`config.mk`:
```
export PLATFORM = sky130hd
export DESIGN_NAME = gedh_front
export DESIGN_NICKNAME = d
export VERILOG_FILES = /design/src/design/gedh_pkg.sv /design/src/design/gedh_front.sv
export SDC_FILE = /design/constraint.sdc
export NUM_CORES = 1
export LEC_CHECK = 0
export BUFFER_PORTS_ARGS = -buffer_cell sky130_fd_sc_hd__clkbuf_2
export CAP_MARGIN = 10
export CORE_UTILIZATION = 64
export CTS_CLUSTER_DIAMETER = 30
export DETAILED_ROUTE_END_ITERATION = 12
export GPL_TIMING_DRIVEN = 0
export PLACE_DENSITY = 0.9
export SYNTH_ARGS = -nofsm -noshare
export SYNTH_HDL_FRONTEND = slang
export SYNTH_SLANG_ARGS = --single-unit
```
`constraint.sdc`:
```
create_clock -name clock -period 6.7 [get_ports clock]
set_clock_uncertainty 0.1 [all_clocks]
set_input_delay 1.34 -clock clock [delete_from_list [all_inputs] [get_ports clock]]
set_output_delay 1.34 -clock clock [all_outputs]
set_load 0.01 [all_outputs]
```
`src/design/gedh_pkg.sv`:
```
// Shared types and constants for the gray error-diffusion halftone unit.
// No dependencies; imported by the front end, back end and top module.
package gedh_pkg;

   // Configuration register map
   localparam int unsigned CSR_DATA_WIDTH  = 13;
   localparam logic CSR_IMAGE_WIDTH  = 1'b0;
   localparam logic CSR_IMAGE_HEIGHT = 1'b1;
   localparam logic [CSR_DATA_WIDTH-1:0] IMAGE_WIDTH_RESET  = 13'd640;
   localparam logic [CSR_DATA_WIDTH-1:0] IMAGE_HEIGHT_RESET = 13'd480;

   // Image geometry limits
   localparam logic [CSR_DATA_WIDTH-1:0] MIN_DIM    = 13'd3;
   localparam logic [CSR_DATA_WIDTH-1:0] MAX_HEIGHT = 13'd4096;
   localparam int unsigned ROW_BITS = 12;

   // Luma weights, unsigned with 24 fraction bits
   localparam logic [31:0] GRAY_WEIGHT_RED   = 32'd5014911;
   localparam logic [31:0] GRAY_WEIGHT_GREEN = 32'd9841699;
   localparam logic [31:0] GRAY_WEIGHT_BLUE  = 32'd1920622;

   // Floyd-Steinberg weights, in sixteenths
   localparam logic [2:0] DIFF_W_UPPER_LEFT  = 3'd1;
   localparam logic [2:0] DIFF_W_UPPER       = 3'd5;
   localparam logic [2:0] DIFF_W_UPPER_RIGHT = 3'd3;
   localparam logic [2:0] DIFF_W_LEFT        = 3'd7;

   localparam logic [7:0] BIN_THRESHOLD = 8'd128;
   localparam logic [7:0] PIXEL_MAX     = 8'd255;

   // Position class of one pixel, decided by the front end
   typedef struct packed {
      logic x_zero;
      logic y_zero;
      logic last_col;
      logic interior;
      logic frame_end;
   } pixel_flags_type;

endpackage

```
`src/design/gedh_front.sv`:
```
// Front end: accepts RGB pixels, tracks raster position, classifies each pixel
// and converts it to gray in two stages. Depends on gedh_pkg.
module gedh_front import gedh_pkg::*; #(
   parameter int MAX_WIDTH = 4096,
   parameter int XW = $clog2(MAX_WIDTH)
) (
   input  logic                      clock,
   input  logic                      reset,
   input  logic                      push,
   output logic                      full,
   input  logic [7:0]                red,
   input  logic [7:0]                green,
   input  logic [7:0]                blue,
   input  logic [CSR_DATA_WIDTH-1:0] image_width,
   input  logic [CSR_DATA_WIDTH-1:0] image_height,
   input  logic                      out_ready,
   output logic                      out_valid,
   output logic [7:0]                out_gray,
   output logic [XW-1:0]             out_x,
   output pixel_flags_type           out_flags
);
   localparam int WW = (XW + 1 > CSR_DATA_WIDTH) ? XW + 1 : CSR_DATA_WIDTH;

   logic [XW-1:0]       col_ff, col_in;
   logic [ROW_BITS-1:0] row_ff, row_in;
   logic [WW-1:0]       width_eff;
   logic [CSR_DATA_WIDTH-1:0] height_eff;
   pixel_flags_type     flags;
   logic                advance, accept;

   logic                s1_valid_ff;
   logic [31:0]         prod_r_ff, prod_g_ff, prod_b_ff;
   logic [XW-1:0]       s1_x_ff;
   pixel_flags_type     s1_flags_ff;

   logic                s2_valid_ff;
   logic [7:0]          s2_gray_ff;
   logic [XW-1:0]       s2_x_ff;
   pixel_flags_type     s2_flags_ff;
   logic [31:0]         luma_sum;

   assign advance = !s2_valid_ff || out_ready;
   assign full    = !advance;
   assign accept  = push && advance;

   // Clamp geometry to the supported range
   always_comb begin
      if (WW'(image_width) < WW'(MIN_DIM)) begin
         width_eff = WW'(MIN_DIM);
      end else if (WW'(image_width) > WW'(MAX_WIDTH)) begin
         width_eff = WW'(MAX_WIDTH);
      end else begin
         width_eff = WW'(image_width);
      end
      if (image_height < MIN_DIM) begin
         height_eff = MIN_DIM;
      end else if (image_height > MAX_HEIGHT) begin
         height_eff = MAX_HEIGHT;
      end else begin
         height_eff = image_height;
      end
   end

   always_comb begin
      flags.x_zero    = (col_ff == '0);
      flags.y_zero    = (row_ff == '0);
      flags.last_col  = (WW'(col_ff) >= width_eff - WW'(1));
      flags.interior  = !flags.x_zero && !flags.y_zero && !flags.last_col
                        && !(CSR_DATA_WIDTH'(row_ff) >= height_eff - CSR_DATA_WIDTH'(1));
      flags.frame_end = flags.last_col
                        && (CSR_DATA_WIDTH'(row_ff) >= height_eff - CSR_DATA_WIDTH'(1));
   end

   // Advance raster position; a short row or frame wraps after its last pixel
   always_comb begin
      col_in = col_ff;
      row_in = row_ff;
      if (accept) begin
         if (flags.last_col) begin
            col_in = '0;
            row_in = (CSR_DATA_WIDTH'(row_ff) >= height_eff - CSR_DATA_WIDTH'(1))
                     ? '0 : row_ff + ROW_BITS'(1);
         end else begin
            col_in = col_ff + XW'(1);
         end
      end
   end

   always_ff @(posedge clock) begin
      if (reset) begin
         col_ff      <= '0;
         row_ff      <= '0;
         s1_valid_ff <= 1'b0;
         s2_valid_ff <= 1'b0;
      end else begin
         col_ff <= col_in;
         row_ff <= row_in;
         if (advance) begin
            s1_valid_ff <= accept;
            s2_valid_ff <= s1_valid_ff;
         end
      end
   end

   // Weighted components; the sum stays below 2^32 for all inputs
   assign luma_sum = prod_r_ff + prod_g_ff + prod_b_ff;

   always_ff @(posedge clock) begin
      if (advance) begin
         prod_r_ff   <= 32'(red) * GRAY_WEIGHT_RED;
         prod_g_ff   <= 32'(green) * GRAY_WEIGHT_GREEN;
         prod_b_ff   <= 32'(blue) * GRAY_WEIGHT_BLUE;
         s1_x_ff     <= col_ff;
         s1_flags_ff <= flags;
         s2_gray_ff  <= luma_sum[31:24];
         s2_x_ff     <= s1_x_ff;
         s2_flags_ff <= s1_flags_ff;
      end
   end

   assign out_valid = s2_valid_ff;
   assign out_gray  = s2_gray_ff;
   assign out_x     = s2_x_ff;
   assign out_flags = s2_flags_ff;

endmodule

```
==> impl_summary.txt <==
----------------------------------------------------
[Status]
  Status ... finished clean

[Final layout]
  Final design utilization ... between 70% and 80%
  Filler Cells Inserted ... 1587
  Most common cell after layout, fill and taps aside ... sky130_fd_sc_hd__ha_1
  Antenna diode count ... 0
  Sequential standard cell area ... about 4500 sq um
  Final #Nets ... about 2100
  Leading cell types in the layout, fill and taps excluded ... sky130_fd_sc_hd__ha_1 (288), sky130_fd_sc_hd__inv_1 (255), sky130_fd_sc_hd__fa_1 (134)
  Combined area of the multi-input logic cells ... 10500 sq um
  Layout cell share with drive strength beyond 1 ... slightly below 8%
  Area growth from synthesis to final layout ... 8.93%

[Die]
  Initial core utilization ... 65.6%
  Area enclosed by the die boundary ... approximately 26000 sq um
  Horiz. Die Dim ... around 160 microns
  Num ports ... 81
  Number of cell rows ... 57
  Area of the core region ... 24500 sq um
  Die Y ... 160 microns

[Clocking]
  Total CTS buffers ... 17
  Root buf cell ... sky130_fd_sc_hd__clkbuf_16
  Clock-pin slew on the worst setup and hold paths ... 0.06 ns
  Count of buffers added by post-CTS timing repair for setup ... 0
  Post-cts sizing count ... 0
  Bufs on Longest Clock Path ... 2
  Worst-Skew Late Latency ... between 0.4 and 0.5 ns
  H-tree lvl count ... 4
  Clock tree from TritonCTS ... built
  Hold buffers post-CTS ... 0
  Clock Sink Count ... between 150 and 200

[Route]
  DR iter-0 viols ... 863
  Number of detailed-routing iterations run before antenna repair ... 5
  Routed via count divided by cell count ... 6.02
  DR WL/cell ... 18.5 microns
  Remaining antenna violation count after routing ... 0
  Number of DRC violations after detailed routing ... 0
  Routed wire length ... 36600 microns
  Number of vias in the routed layout ... between 10000 and 15000

[Worst setup path]
  Kind of start point of the critical path ... input pin
  CP cell instances ... clkbuf_2, fa_1, inv_1, fa_1, fa_1, inv_1, fa_1, ha_1, a21o_1, nand2_1, a21oi_2, or4_4, a31o_4, a2111o_1, a21o_1, a21oi_2, xnor2_1
  Critical path's most frequent cell ... sky130_fd_sc_hd__fa_1
  Capturing element type of the critical path ... flop
  Number of buffer and inverter instances along the worst setup path ... 3
  Req. time, crit path ... about 6.8 ns
  Worst endpoint data arrival time ... 6.39 ns
  Longest individual stage delay on the worst path ... 0.69 ns
  Crit path max-delay family ... adder cells
  Maximum fanout encountered on the critical timing path ... 7
  Type of the setup path with the least slack ... in -> reg
  Crit-path slowest cell ... sky130_fd_sc_hd__fa_1

[Global route]
  Wire length of the first global-routing pass ... 60200 microns
  Final global-route overflow total ... 0
  Maximum number of pins on one net before global-route repair ... 70
  Number of global-route vias before repair ... 12300
  Total global routing track utilization ... 29.6%
  Antenna violations before repair ... 1

[Power and ir drop]
  Power per unit of standard cell area ... 423 nW/um^2
  Power share of the combinational group ... 62.4%
  Internal portion of total power ... 4130 uW
  Part of the total power dissipated in the clock network ... 13.0%
  Total Power ... 7390 uW
  Worst-case vdd ir drop ... 0.440 mV
  Register share of total power ... around 25%
  Leakage power summed over all cells ... 0.00853 uW
  Sw frac ... between 40% and 50%
  Net switching power ... 3260 uW

[Yosys]
  Cells after Synth ... 1541
  Number of different library cells in the post-synthesis netlist ... 66
  Async set-reset flop share out of synthesis ... 0%
  Mapped Avg Cell Area ... between 10 and 15 sq um
  Sequential area share after synthesis ... 28.1%
  Cell types occupying the most area after synthesis ... sky130_fd_sc_hd__edfxtp_1 (25%), sky130_fd_sc_hd__ha_1 (22%), sky130_fd_sc_hd__fa_1 (17%)
  Cell area after technology mapping ... 16000 sq um
  Top cell type's share of synthesized area ... roughly 25%
  Number of register bits inferred by synthesis ... 159
  Total nets after synthesis ... between 2000 and 2500
  Yosys warning total ... 0
  Leading area contributor after synthesis ... sky130_fd_sc_hd__edfxtp_1
  Most used DFF post-synth ... sky130_fd_sc_hd__edfxtp_1
  Number of synthesized flops with an enable pin ... 133

[Timing]
  Unrepaired setup endpoints after global routing ... false
  Final count of pins violating max slew ... 0
  Count of endpoints failing setup in the final report ... 0
  Final worst path period share ... roughly 94%
  Final sum of negative setup slack ... 0 ns
  Count of endpoints failing hold in the final timing report ... 0
  Least-Margin Pin Slew ... 0.715 ns
  Worst slew margin ... 51.8%
  Final critical-path required period ... 6.31 ns
  Worst slack on hold paths ... roughly 0.31 ns
  Maximum clock frequency ... 158 MHz

[Place]
  GP Congestion ... 0.959
  Port bufs ... 78
  Final HPWL from detailed placement ... 28300 microns

[Job]
  Max Cap Violations ... 0

[Min path]
  Classification of the worst-slack hold path ... reg -> reg

----------------------------------------------------
cells by family after synthesis:
family / synth area share (%)
fa+ha+maj: 39.2
simple gates: 9.43
compound gates: 11.5
buf+inv: 6.18
flops: 28.1
xor+xnor: 5.40
mux: 0.187
metal layers:
metal	global-route usage, %	vias to the layer above	wire, microns
met5	0	-	0
met4	11.3	0	1250
met3	4.39	109	2020
met2	53.0	492	18700
met1	35.9	5758	14700
li1	-	5549	-
registers in the layout, indices dropped and copies added, names as in the netlist:
name,flops
s1_valid_ff,1
s1_x_ff,12
s1_flags_ff,5
out_x,12
prod_g_ff,32
row_ff,12
out_gray,8
col_ff,12
out_flags,5
prod_b_ff,28
prod_r_ff,31
out_valid,1
power by group through the flow:
stage / clock network, uW / registers [uW] / logic (uW)
2_1_floorplan: 0 / 1760 / 3310
6_report: 964 / 1810 / 4610
3_3_place_gp: 0 / 1810 / 4110
5_1_grt: 997 / 1840 / 5140
3_5_place_dp: 0 / 1830 / 4380
4_1_cts: 965 / 1810 / 4550
cell type report:
type | instances | area share, %
multi-input combinational | 1118 | 60.3
sequential | 159 | 25.8
inverter | 255 | 5.48
clock buffer | 22 | 2.72
timing repair buffer | 80 | 2.55
tap | 324 | 2.32
clock inverter | 10 | 0.566
buffer | 9 | 0.200
worst paths after layout:
path / from / to / slack, ns / depth (start not counted)
max: red[5] / prod_r_ff[29]$_DFFE_PN_ / 0.39 / 17
min: s1_x_ff[3]$_DFFE_PN_ / out_x[3]$_DFFE_PN_ / 0.31 / 0
max reg2reg: prod_r_ff[24]$_DFFE_PN_ / out_gray[7]$_DFFE_PN_ / 2.91 / 11
min reg2reg: s1_x_ff[3]$_DFFE_PN_ / out_x[3]$_DFFE_PN_ / 0.31 / 0
Yosys cell counts (all sizes together), types with 15 or more instances:
cell type	instances
nand4	16
nor2	101
dfxtp	26
fa	134
ha	288
nand3	23
a21oi	83
nand2	64
nor3	27
o21ai	56
xnor2	62
nand2b	15
inv	255
nor4	15
a21o	34
xor2	37
o21bai	15
edfxtp	133
o21a	23
worst reg2reg max path, stage by stage, from the launching register on:
cell                       delay, ns
sky130_fd_sc_hd__edfxtp_1       0.43
sky130_fd_sc_hd__fa_1           0.50
sky130_fd_sc_hd__ha_1           0.39
sky130_fd_sc_hd__a21o_1         0.19
sky130_fd_sc_hd__a21o_1         0.18
sky130_fd_sc_hd__a211oi_1       0.30
sky130_fd_sc_hd__o41ai_1        0.14
sky130_fd_sc_hd__a41oi_1        0.32
sky130_fd_sc_hd__a21boi_1       0.20
sky130_fd_sc_hd__or4_1          0.48
sky130_fd_sc_hd__a31oi_1        0.24
sky130_fd_sc_hd__xnor2_1        0.08
metrics by stage:
step / worst slack, ns / cells / area (sq um)
final: 0.390 / 1977 / 17500
after global routing: 0.144 / 1977 / 17500
after CTS: 0.367 / 1977 / 17500
after detailed placement: -0.0131 / 1945 / 16900
after global placement: -1.31 / 1943 / 16800
after floorplan: 0.116 / 1541 / 16000
No activity file was read; power rests on OpenSTA's default activity.
