File: config.mk
export PLATFORM = sky130hd
export DESIGN_NAME = gedh_fifo
export DESIGN_NICKNAME = d
export VERILOG_FILES = /design/src/design/gedh_fifo.sv
export SDC_FILE = /design/constraint.sdc
export NUM_CORES = 1
export LEC_CHECK = 0
export BUFFER_PORTS_ARGS = -buffer_cell sky130_fd_sc_hd__buf_2
export CAP_MARGIN = 0
export CORE_AREA = 5 5 88 66
export DETAILED_ROUTE_END_ITERATION = 8
export DIE_AREA = 0 0 93 71
export MAX_ROUTING_LAYER = met4
export PLACE_DENSITY = 0.48
export SETUP_SLACK_MARGIN = 0.5
export SLEW_MARGIN = 10
export SYNTH_ARGS = -nofsm -noshare
export SYNTH_HDL_FRONTEND = slang
export SYNTH_SLANG_ARGS = --single-unit
File: constraint.sdc
create_clock -name clock -period 2.4 [get_ports clock]
set_input_delay 0.48 -clock clock [delete_from_list [all_inputs] [get_ports clock]]
set_output_delay 0.48 -clock clock [all_outputs]
set_load 0.02 [all_outputs]
File: src/design/gedh_fifo.sv
// Small synchronous FIFO with registered occupancy count.
// Standalone; used for the front/back queue and the result queue.
module gedh_fifo #(
   parameter int WIDTH = 8,
   parameter int DEPTH = 4
) (
   input  logic             clock,
   input  logic             reset,
   input  logic             push,
   input  logic [WIDTH-1:0] push_data,
   output logic             full,
   input  logic             pop,
   output logic [WIDTH-1:0] pop_data,
   output logic             empty
);
   localparam int AW = (DEPTH > 1) ? $clog2(DEPTH) : 1;
   localparam int CW = $clog2(DEPTH + 1);

   logic [WIDTH-1:0] entry_ff [DEPTH];
   logic [AW-1:0]    wr_ptr_ff, wr_ptr_in;
   logic [AW-1:0]    rd_ptr_ff, rd_ptr_in;
   logic [CW-1:0]    count_ff, count_in;
   logic             do_push, do_pop;

   assign full     = (count_ff == CW'(DEPTH));
   assign empty    = (count_ff == '0);
   assign do_push  = push && !full;
   assign do_pop   = pop && !empty;
   assign pop_data = entry_ff[rd_ptr_ff];

   always_comb begin
      wr_ptr_in = wr_ptr_ff;
      rd_ptr_in = rd_ptr_ff;
      count_in  = count_ff;
      if (do_push) begin
         wr_ptr_in = (wr_ptr_ff == AW'(DEPTH - 1)) ? '0 : wr_ptr_ff + AW'(1);
      end
      if (do_pop) begin
         rd_ptr_in = (rd_ptr_ff == AW'(DEPTH - 1)) ? '0 : rd_ptr_ff + AW'(1);
      end
      if (do_push && !do_pop) begin
         count_in = count_ff + CW'(1);
      end else if (do_pop && !do_push) begin
         count_in = count_ff - CW'(1);
      end
   end

   always_ff @(posedge clock) begin
      if (reset) begin
         wr_ptr_ff <= '0;
         rd_ptr_ff <= '0;
         count_ff  <= '0;
      end else begin
         wr_ptr_ff <= wr_ptr_in;
         rd_ptr_ff <= rd_ptr_in;
         count_ff  <= count_in;
      end
   end

   always_ff @(posedge clock) begin
      if (do_push) begin
         entry_ff[wr_ptr_ff] <= push_data;
      end
   end

endmodule

==> impl_metrics.json, run 1 <==
{
  "timing.hold.worst_endpoint": "entry_ff[2][1]",
  "dr_total_vias": 838,
  "hold_path_startpoint": "push_data[1]",
  "timing_worst_setup_path_type": "flop to flop",
  "drt-initial-drc-count": 81,
  "worst-path-max-fanout": 3,
  "critPathCaptureType": "flop",
  "setup_viol": 0,
  "timing_worst_slew_pin_value_ns": 0.3168,
  "register_area_mm2": 0.001155,
  "vdd_drop_max_uv": 268.6,
  "final_layout_size_suffix_gt1_share_pct": 50.41,
  "critical_path_arrival_ns": 2.19,
  "syn-mean-instance-area_um2": 17.88,
  "clockRootBuffer": "clkbuf_8",
  "timing.fmax_ghz": 0.5072,
  "rr_worst_depth": 9,
  "clock_insertion_delay_worst_skew_ns": 0.28,
  "clock_slew_at_reported_path_ffs_ns": 0.08,
  "wl_per_cell_um": 14.89,
  "yosys.area.top_type": "edfxtp_1",
  "num_rows": 22,
  "synthCells": 92,
  "yosys.area_share.adder_pct": 5.779,
  "place_hpwl_mm": 1.931,
  "number_of_detailed_routing_iterations_run_before_antenna_repair": 4,
  "port_buffers": 21,
  "max-cap-violations": 0,
  "floorplan.die_area_mm2": 0.006603,
  "vias_per_cell": 4.579,
  "final.fill_count": 448,
  "synth_compound_area_share_pct": 3.042,
  "tritoncts": "yes",
  "mux_contribution_to_synthesized_area_pct": 12.17,
  "synthesized_net_count": 111,
  "yosysTopAreaCellShare_pct": 58.40,
  "rrSetupSlack_ns": 0.43,
  "report.final.slew_viol_count": 0,
  "final_cell_mix": "edfxtp_1 (32), buf_2 (13), mux4_2 (8), buf_6 (8), clkbuf_8 (6)",
  "reg2reg_start": "count_ff[2]",
  "ys_ff_latch": 41,
  "fin_worst_skew_ns": 0.002610,
  "fin_setup_tns_ns": 0,
  "layout-area-overhead-vs-synth_pct": 25.55,
  "global_route.usage.total_pct": 9.498,
  "first_global_vias": 853,
  "grt_antenna_before_repair": 0,
  "initial_utilization_pct": 33.21,
  "power_density_mw_per_mm2": 1026,
  "p_leak_nw": 0.7574,
  "placedInstanceArea_mm2": 0.001839,
  "final_cell_area_mm2": 0.002066,
  "antenna_cells_inserted": 0,
  "share_of_synthesized_area_occupied_by_flip_flops_and_latches_pct": 69.35,
  "synth_xor_area_share_pct": 1.065,
  "setup_repair_after_global_routing_missed_its_margin": "yes",
  "maximum_number_of_pins_on_one_net_before_global_route_repair": 14,
  "synth_simple_gate_area_share_pct": 5.703,
  "wirelength_mm": 2.725,
  "crit_required_ns": 2.62,
  "yosys.cell_types.count": 26,
  "layout.cells.most_common": "edfxtp_1",
  "core_mm2": 0.004955,
  "multi_input_area_um2": 495.5,
  "gr_overflow_total": 0,
  "grt_first_pass_wirelength_mm": 4.450,
  "final_min_period_over_clock_period_pct": 82.14,
  "cts_max_path_buffers": 2,
  "tritoncts.num_buffers": 5,
  "synth_top_family_by_area": "multiplexers",
  "critical-path-slowest-cell": "dfxtp_4",
  "mappedNetlistArea_mm2": 0.001645,
  "whs_path_depth": 1,
  "cts.sink_count": 41,
  "max_slew_margin_pct": 78.88,
  "finalHoldViolCount": 0,
  "ys.warnings.count": 0,
  "result_of_the_run": "complete, no violations",
  "final_nets": 141,
  "period_minus_slack_ns": 1.971,
  "critical-path-max-stage-delay_ns": 0.36,
  "clock_tree.htree_level_count": 2,
  "route.antenna.remaining_nets": 0,
  "synth.area.top_cells": "edfxtp_1 (58%), dfxtp_1 (11%), mux4_2 (11%)",
  "hold_path_class": "input port to flop",
  "num_io_pins": 22,
  "die_h_um": 71,
  "timing.critical_path.cells": "or3b_4 -> clkinv_8 -> nor2_4 -> ha_4 -> inv_2 -> fa_2 -> xor2_1 -> or3_4 -> a21oi_2",
  "setup.worst_path.start_class": "flop",
  "worstReg2RegEnd": "count_ff[2]",
  "floorplan.die.width_um": 93,
  "detail_route.drc_violations": 0,
  "weighted_congestion_reported_at_the_end_of_routability_driven_placement": 0.7220
}
==> how the worst max path moves through the flow <==
stage / start / end / slack [ns]
floorplan: count_ff[2] / count_ff[2] / 0.38
global placement: count_ff[2] / count_ff[2] / 0.24
detailed placement: count_ff[2] / count_ff[2] / 0.19
CTS: count_ff[2] / count_ff[2] / 0.42
global route: count_ff[2] / count_ff[2] / 0.36
finish: count_ff[2] / count_ff[2] / 0.43
==> kinds of logic (layout without fill, tap and decap cells) <==
logic type      Yosys count  in the layout
compound gates            7              7
xor+xnor                  2              2
fa+ha+maj                 7              7
buf+inv                   9             40
flops                    41             41
mux                      10             10
simple gates             16             16
==> cell type report <==
cell class | count | area share [%]
clock buffers | 6 | 3.998
clock inverters | 2 | 0.6663
inverters | 5 | 1.514
multi-input cells | 42 | 23.99
flip-flops and latches | 41 | 55.91
well taps | 60 | 3.634
repair buffers | 27 | 10.30
==> report_power, final <==
part	leakage (nW)	internal (mW)	switching [mW]
registers	0.370	0.877	0.0697
logic	0.336	0.378	0.336
clock network	0.0512	0.233	0.227
total	0.757	1.49	0.632
==> registers in the layout (all words and copies together), names as in the netlist, named ones only <==
name,count
entry_ff,32
count_ff,3
rd_ptr_ff,2
wr_ptr_ff,2
==> critical path: cells and delay by family, from the launching register on <==
| kind | cells | cell delay, ns |
|---|---|---|
| adder cells (fa/ha/maj) | 2 | 0.47 |
| AO/OA/AOI/OAI | 1 | 0.11 |
| AND/OR/NAND/NOR | 3 | 0.72 |
| flip-flops | 1 | 0.36 |
| buffers and inverters | 2 | 0.08 |
| XOR/XNOR | 1 | 0.16 |
==> Yosys cell counts <==
cell	count
a21oi_1	3
and3_2	4
buf_1	1
buf_2	1
buf_6	1
clkbuf_1	1
clkinv_4	1
dfxtp_1	9
edfxtp_1	32
fa_1	1
ha_1	6
inv_1	4
mux2i_1	2
mux4_2	8
nand2_1	1
nand3_1	2
nor2_1	3
nor2_2	1
nor3_1	2
o21ai_0	1
o21ai_1	1
o31ai_2	2
or3_1	1
or3_2	1
or3b_1	1
xor2_1	2
==> routing by layer <==
metal	global-route usage, %	share of wire, %	routed length (µm)	vias up
met2	13.33	48	1308	14
met1	12.74	47	1285	409
met3	3.613	3.6	99	5
met4	2.927	1.2	32	0
met5	-	0	0	-
li1	-	-	-	410
==> metrics by stage <==
stage               std cells  utilization (%)  worst slack [ns]  hold WS [ns]  power [mW]
floorplan                  92                -            0.3841        0.4634       1.369
global placement          170            37.12            0.2444        0.4769       1.511
detailed placement        170            37.12            0.1878        0.5003       1.528
CTS                       182            41.31            0.4159        0.3999       2.127
global route              183            41.69            0.3613        0.3966       2.250
finish                    183            41.69            0.4286        0.4059       2.120
==> what timing repair did <==
item	in CTS	in global routing
buffers inserted	4	1
setup endpoints to repair	11	10
hold buffers	0	0
gates resized for setup	24	2
pin swaps	4	1
cloned	0	0
No activity file was read; power rests on OpenSTA's default activity.
==> run 2: changes to the inputs <==
==> constraint.sdc (replaced) <==
create_clock -name clock -period 1.86 [get_ports clock]
set_input_delay 0.372 -clock clock [delete_from_list [all_inputs] [get_ports clock]]
set_output_delay 0.372 -clock clock [all_outputs]
set_load 0.02 [all_outputs]
==> run 2 against run 1 <==
Compared with the run above: the flow now finishes with violations (negative setup slack); clock skew is 0.0045 ns higher; via count increased by 5.8%; final cell count grew 4.4%; maximum frequency is 4.3% higher; largest cell class unchanged; largest power group unchanged.
==> impl_metrics.json, run 2 (synthesis gave the netlist of run 1 again) <==
{
  "result_of_the_run": "complete, but fails checks",
  "violations": "negative setup slack",
  "gr_overflow_total": 0,
  "cts.sink_count": 41,
  "p_leak_nw": 0.8070,
  "num_rows": 22,
  "weighted_congestion_reported_at_the_end_of_routability_driven_placement": 0.7016,
  "final_cell_area_mm2": 0.002196,
  "power_density_mw_per_mm2": 1362,
  "final.fill_count": 452,
  "port_buffers": 21,
  "cts_max_path_buffers": 2,
  "period_minus_slack_ns": 1.889,
  "critical-path-slowest-cell": "dfxtp_2",
  "fin_setup_tns_ns": -0.02932,
  "crit_required_ns": 2.09,
  "timing.fmax_ghz": 0.5293,
  "report.final.slew_viol_count": 0,
  "die_h_um": 71,
  "timing.final.ws_setup_ns": -0.02932,
  "max_flop_register": "entry_ff",
  "route.antenna.remaining_nets": 0,
  "setup_repair_after_global_routing_missed_its_margin": "yes",
  "timing_worst_setup_path_type": "flop to flop",
  "clock_slew_at_reported_path_ffs_ns": 0.08,
  "floorplan.die_area_mm2": 0.006603,
  "grt_antenna_before_repair": 0,
  "multi_input_area_um2": 531.8,
  "cp_num_buf_inv": 2,
  "fin_worst_skew_ns": 0.007093,
  "timing_worst_slew_pin_value_ns": 0.4106,
  "detail_route.drc_violations": 0,
  "layout-area-overhead-vs-synth_pct": 33.46,
  "critPathTopFamily": "simple AND/OR/NAND/NOR gates",
  "critical-path-max-stage-delay_ns": 0.32,
  "tritoncts.num_buffers": 5,
  "clock_tree.htree_level_count": 2,
  "vdd_drop_max_uv": 476.6,
  "setup.worst_path.start_class": "flop",
  "register_area_mm2": 0.001154,
  "final_cell_mix": "edfxtp_1 (32), buf_6 (13), buf_2 (11), buf_4 (11), mux4_2 (8)",
  "num_io_pins": 22,
  "layout.cells.most_common": "edfxtp_1",
  "final_core_utilization_pct": 44.32,
  "finalHoldViolCount": 0,
  "first_global_vias": 941,
  "dr_total_vias": 887,
  "grt_first_pass_wirelength_mm": 4.609,
  "total_power_mw": 2.992,
  "max_slew_margin_pct": 72.59,
  "floorplan.die.width_um": 93,
  "critical_path_arrival_ns": 2.12,
  "vias_per_cell": 4.644,
  "core_mm2": 0.004955,
  "wirelength_mm": 2.852,
  "maximum_number_of_pins_on_one_net_before_global_route_repair": 14,
  "drt-initial-drc-count": 71,
  "largest_reg_flops": 32,
  "clock_insertion_delay_worst_skew_ns": 0.29,
  "wl_per_cell_um": 14.93,
  "initial_utilization_pct": 33.21,
  "global_route.usage.total_pct": 9.965,
  "tritoncts": "yes",
  "placedInstanceArea_mm2": 0.001918,
  "hold_path_class": "input port to flop",
  "cts_hold_buffers": 0,
  "timing.critical_path.cells": "or3b_4 -> clkinv_8 -> nor2_4 -> ha_4 -> inv_2 -> fa_2 -> xor2_1 -> or3_4 -> a21oi_2",
  "clockRootBuffer": "clkbuf_8",
  "max-cap-violations": 0,
  "final_min_period_over_clock_period_pct": 101.6,
  "setup_viol": 1,
  "number_of_detailed_routing_iterations_run_before_antenna_repair": 4,
  "antenna_cells_inserted": 0,
  "worst-path-max-fanout": 2,
  "final_nets": 149,
  "final_layout_size_suffix_gt1_share_pct": 54.96,
  "critPathCaptureType": "flop",
  "largestRegisters": "entry_ff: 32 flops, count_ff: 3 flops",
  "place_hpwl_mm": 2.047
}
## run 2: layout make-up
type	count	area share (%)
inverters	5	1.424
flip-flops and latches	41	52.54
clock inverters	2	1.709
multi-input cells	42	24.22
clock buffers	6	3.761
well taps	60	3.419
repair buffers	35	12.93
## run 2: through the flow
step | cells | worst slack, ns | hold WS (ns)
after global routing | 191 | -0.1373 | 0.2859
after detailed placement | 179 | -0.1473 | 0.4877
after floorplan | 92 | -0.1333 | 0.4558
after global placement | 179 | -0.1552 | 0.4711
final | 191 | -0.02932 | 0.2968
after CTS | 189 | -0.03540 | 0.2921
## run 2: final timing paths
check                     from              to  slack (ns)  cells past startpoint
setup / recovery   count_ff[2]     count_ff[2]       -0.03                      9
hold / removal    push_data[6]  entry_ff[2][6]        0.30                      1
setup reg to reg   count_ff[2]     count_ff[2]       -0.03                      9
hold reg to reg   rd_ptr_ff[0]            flop        0.50                      2
## run 2: worst reg2reg max path, delay by kind of cell (launching register included)
kind	cells	cell delay (ns)
AOI/OAI and AO/OA	1	0.11
xor gates and xnor gates	1	0.15
adders and majority gates	2	0.46
buffers and inverters	2	0.08
DFF	1	0.32
and+or+nand+nor	3	0.69
## run 2: power by group
part | switching [mW] | internal [mW]
clock network | 0.304 | 0.436
registers | 0.102 | 1.13
logic | 0.447 | 0.571
## run 2: repair_timing
action	CTS	global route
setup endpoints to repair	45	47
pin swaps	9	0
resized for setup	30	5
setup buffers	2	2
## run 2: routing by layer
layer	global-route usage [%]	wire, µm	up-vias
li1	-	-	429
met1	12.25	1264	432
met2	14.68	1400	18
met3	3.719	135	8
met4	4.390	52	0
met5	-	0	-
==> run 3: changes to the inputs <==
--- a/config.mk
+++ b/config.mk
@@ -13,6 +13,7 @@
 export MAX_ROUTING_LAYER = met4
 export PLACE_DENSITY = 0.48
 export SETUP_SLACK_MARGIN = 0.5
+export SKIP_LAST_GASP = 1
 export SLEW_MARGIN = 10
 export SYNTH_ARGS = -nofsm -noshare
 export SYNTH_HDL_FRONTEND = slang
==> run 3 against run 2 <==
Compared with the run above: the flow still finishes with violations (negative setup slack); core utilization decreased by 0.43 points; final cell count decreased by 0.52%; register-to-register slack about the same; non-clock buffer count decreased by 1; total power decreased by 1.4%; sequential share of layout area increased by 0.51 points; design area decreased by 0.97%; critical path type unchanged; highest routed layer unchanged.
==> impl_metrics.json, run 3 (synthesis gave the netlist of run 1 again) <==
{
  "critical_path_arrival_ns": 2.12,
  "grt_first_pass_wirelength_mm": 4.595,
  "violations": "negative setup slack",
  "final_cell_mix": "edfxtp_1 (32), buf_4 (12), buf_2 (11), buf_6 (11), mux4_2 (8)",
  "worst-path-max-fanout": 2,
  "cts.sink_count": 41,
  "fin_worst_skew_ns": 0.007093,
  "vias_per_cell": 4.632,
  "power.share.combinational_pct": 33.1,
  "wl_per_cell_um": 14.97,
  "cts_hold_buffers": 0,
  "grt_antenna_before_repair": 0,
  "max_slew_margin_pct": 72.59,
  "timing.fmax_ghz": 0.5294,
  "max_flop_register": "entry_ff",
  "global_route.usage.total_pct": 9.919,
  "crit_required_ns": 2.09,
  "first_global_vias": 943,
  "floorplan.die.width_um": 93,
  "power_switching_share_pct": 28.45,
  "setup_viol": 1,
  "fin_setup_tns_ns": -0.02877,
  "final_min_period_over_clock_period_pct": 101.5,
  "timing_worst_slew_pin_value_ns": 0.4106,
  "place_hpwl_mm": 2.047,
  "clock_insertion_delay_worst_skew_ns": 0.29,
  "clock_slew_at_reported_path_ffs_ns": 0.08,
  "antenna_cells_inserted": 0,
  "timing_worst_setup_path_type": "flop to flop",
  "critPathTopFamily": "simple AND/OR/NAND/NOR gates",
  "maximum_number_of_pins_on_one_net_before_global_route_repair": 14,
  "timing.critical_path.cells": "or3b_4 -> clkinv_8 -> nor2_4 -> ha_4 -> inv_2 -> fa_2 -> xor2_1 -> or3_4 -> a21oi_2",
  "detail_route.drc_violations": 0,
  "largestRegisters": "entry_ff: 32 flops, count_ff: 3 flops",
  "result_of_the_run": "complete, but fails checks",
  "vdd_drop_max_uv": 476.3,
  "finalHoldViolCount": 0,
  "cell_internal_pwr_mw": 2.111,
  "power.net_switching_mw": 0.8396,
  "clock_tree.htree_level_count": 2,
  "largest_reg_flops": 32,
  "critPathCaptureType": "flop",
  "num_rows": 22,
  "clockRootBuffer": "clkbuf_8",
  "critical-path-slowest-cell": "dfxtp_2",
  "max-cap-violations": 0,
  "setup.worst_path.start_class": "flop",
  "floorplan.die_area_mm2": 0.006603,
  "seq_power_share_pct": 41.8,
  "setup_repair_after_global_routing_missed_its_margin": "yes",
  "critical-path-max-stage-delay_ns": 0.32,
  "weighted_congestion_reported_at_the_end_of_routability_driven_placement": 0.7016,
  "pwr-share-clk_pct": 25.1,
  "final_nets": 148,
  "power_density_mw_per_mm2": 1357,
  "final.fill_count": 455,
  "report.final.slew_viol_count": 0,
  "layout.cells.most_common": "edfxtp_1",
  "placedInstanceArea_mm2": 0.001918,
  "layout-area-overhead-vs-synth_pct": 32.17,
  "port_buffers": 21,
  "initial_utilization_pct": 33.21,
  "hold_path_class": "input port to flop",
  "period_minus_slack_ns": 1.889,
  "wirelength_mm": 2.845,
  "timing.final.ws_setup_ns": -0.02877,
  "num_io_pins": 22,
  "number_of_detailed_routing_iterations_run_before_antenna_repair": 4,
  "cts_max_path_buffers": 2,
  "final_cell_area_mm2": 0.002175,
  "dr_total_vias": 880,
  "gr_overflow_total": 0,
  "die_h_um": 71,
  "final_layout_size_suffix_gt1_share_pct": 54.62,
  "drt-initial-drc-count": 72,
  "p_leak_nw": 0.7977,
  "tritoncts.num_buffers": 5,
  "tritoncts": "yes",
  "core_mm2": 0.004955,
  "cp_num_buf_inv": 2,
  "route.antenna.remaining_nets": 0
}
-- run 3: cell types whose count changed in the layout (fill, tap and decap cells not counted), sizes merged --
cell and change:
buf -1
-- run 3: final cells by class --
cell class / instances / area, µm² / share of cell area, %
clock buffer: 6 / 82.58 / 3.797
clock inverter: 2 / 37.54 / 1.726
tap: 60 / 75.07 / 3.452
timing repair buffer: 34 / 269.0 / 12.37
sequential: 41 / 1154 / 53.05
inverter: 5 / 31.28 / 1.438
multi-input combinational: 42 / 525.5 / 24.17
-- run 3: power groups by stage --
stage          registers [mW]  clock network [mW]  logic [mW]
5_1_grt                  1.26               0.806        1.06
2_1_floorplan            1.20                   0       0.593
3_3_place_gp             1.24                   0       0.795
4_1_cts                  1.24               0.760       0.976
3_5_place_dp             1.25                   0       0.803
6_report                 1.23               0.741       0.976
-- run 3: timing repair --
item / 4_1_cts / 5_1_grt
endpoints found under the hold margin: 0 / 0
resized for setup: 29 / 3
setup buffers: 2 / 1
pin swaps: 8 / 0
endpoints found under the setup margin: 45 / 47
-- run 3: final timing paths --
path | startpoint | to | slack (ns) | cells after the start
worst max-delay path | count_ff[2] | count_ff[2] | -0.03 | 9
worst min-delay path | push_data[6] | entry_ff[2][6] | 0.30 | 1
worst max register to register | count_ff[2] | count_ff[2] | -0.03 | 9
worst min register to register | rd_ptr_ff[0] | flop | 0.50 | 2
-- run 3: metrics by stage --
stage | total power [mW] | instances | hold WS [ns] | utilization (%) | worst slack (ns)
6_report | 2.951 | 190 | 0.2968 | 43.89 | -0.02877
5_1_grt | 3.126 | 190 | 0.2859 | 43.89 | -0.1373
4_1_cts | 2.978 | 189 | 0.2921 | 43.46 | -0.03540
3_5_place_dp | 2.055 | 179 | 0.4877 | 38.71 | -0.1473
3_3_place_gp | 2.038 | 179 | 0.4711 | 38.71 | -0.1552
2_1_floorplan | 1.795 | 92 | 0.4558 | - | -0.1333
-- run 3: layer usage --
metal / track usage, % / up-vias / share of wire (%) / wire length, µm
met4: 4.390 / 0 / 1.8 / 52
met2: 14.76 / 18 / 49 / 1396
li1: - / 425 / - / -
met3: 3.719 / 8 / 4.7 / 135
met1: 12.05 / 429 / 44 / 1261
met5: - / - / 0 / 0
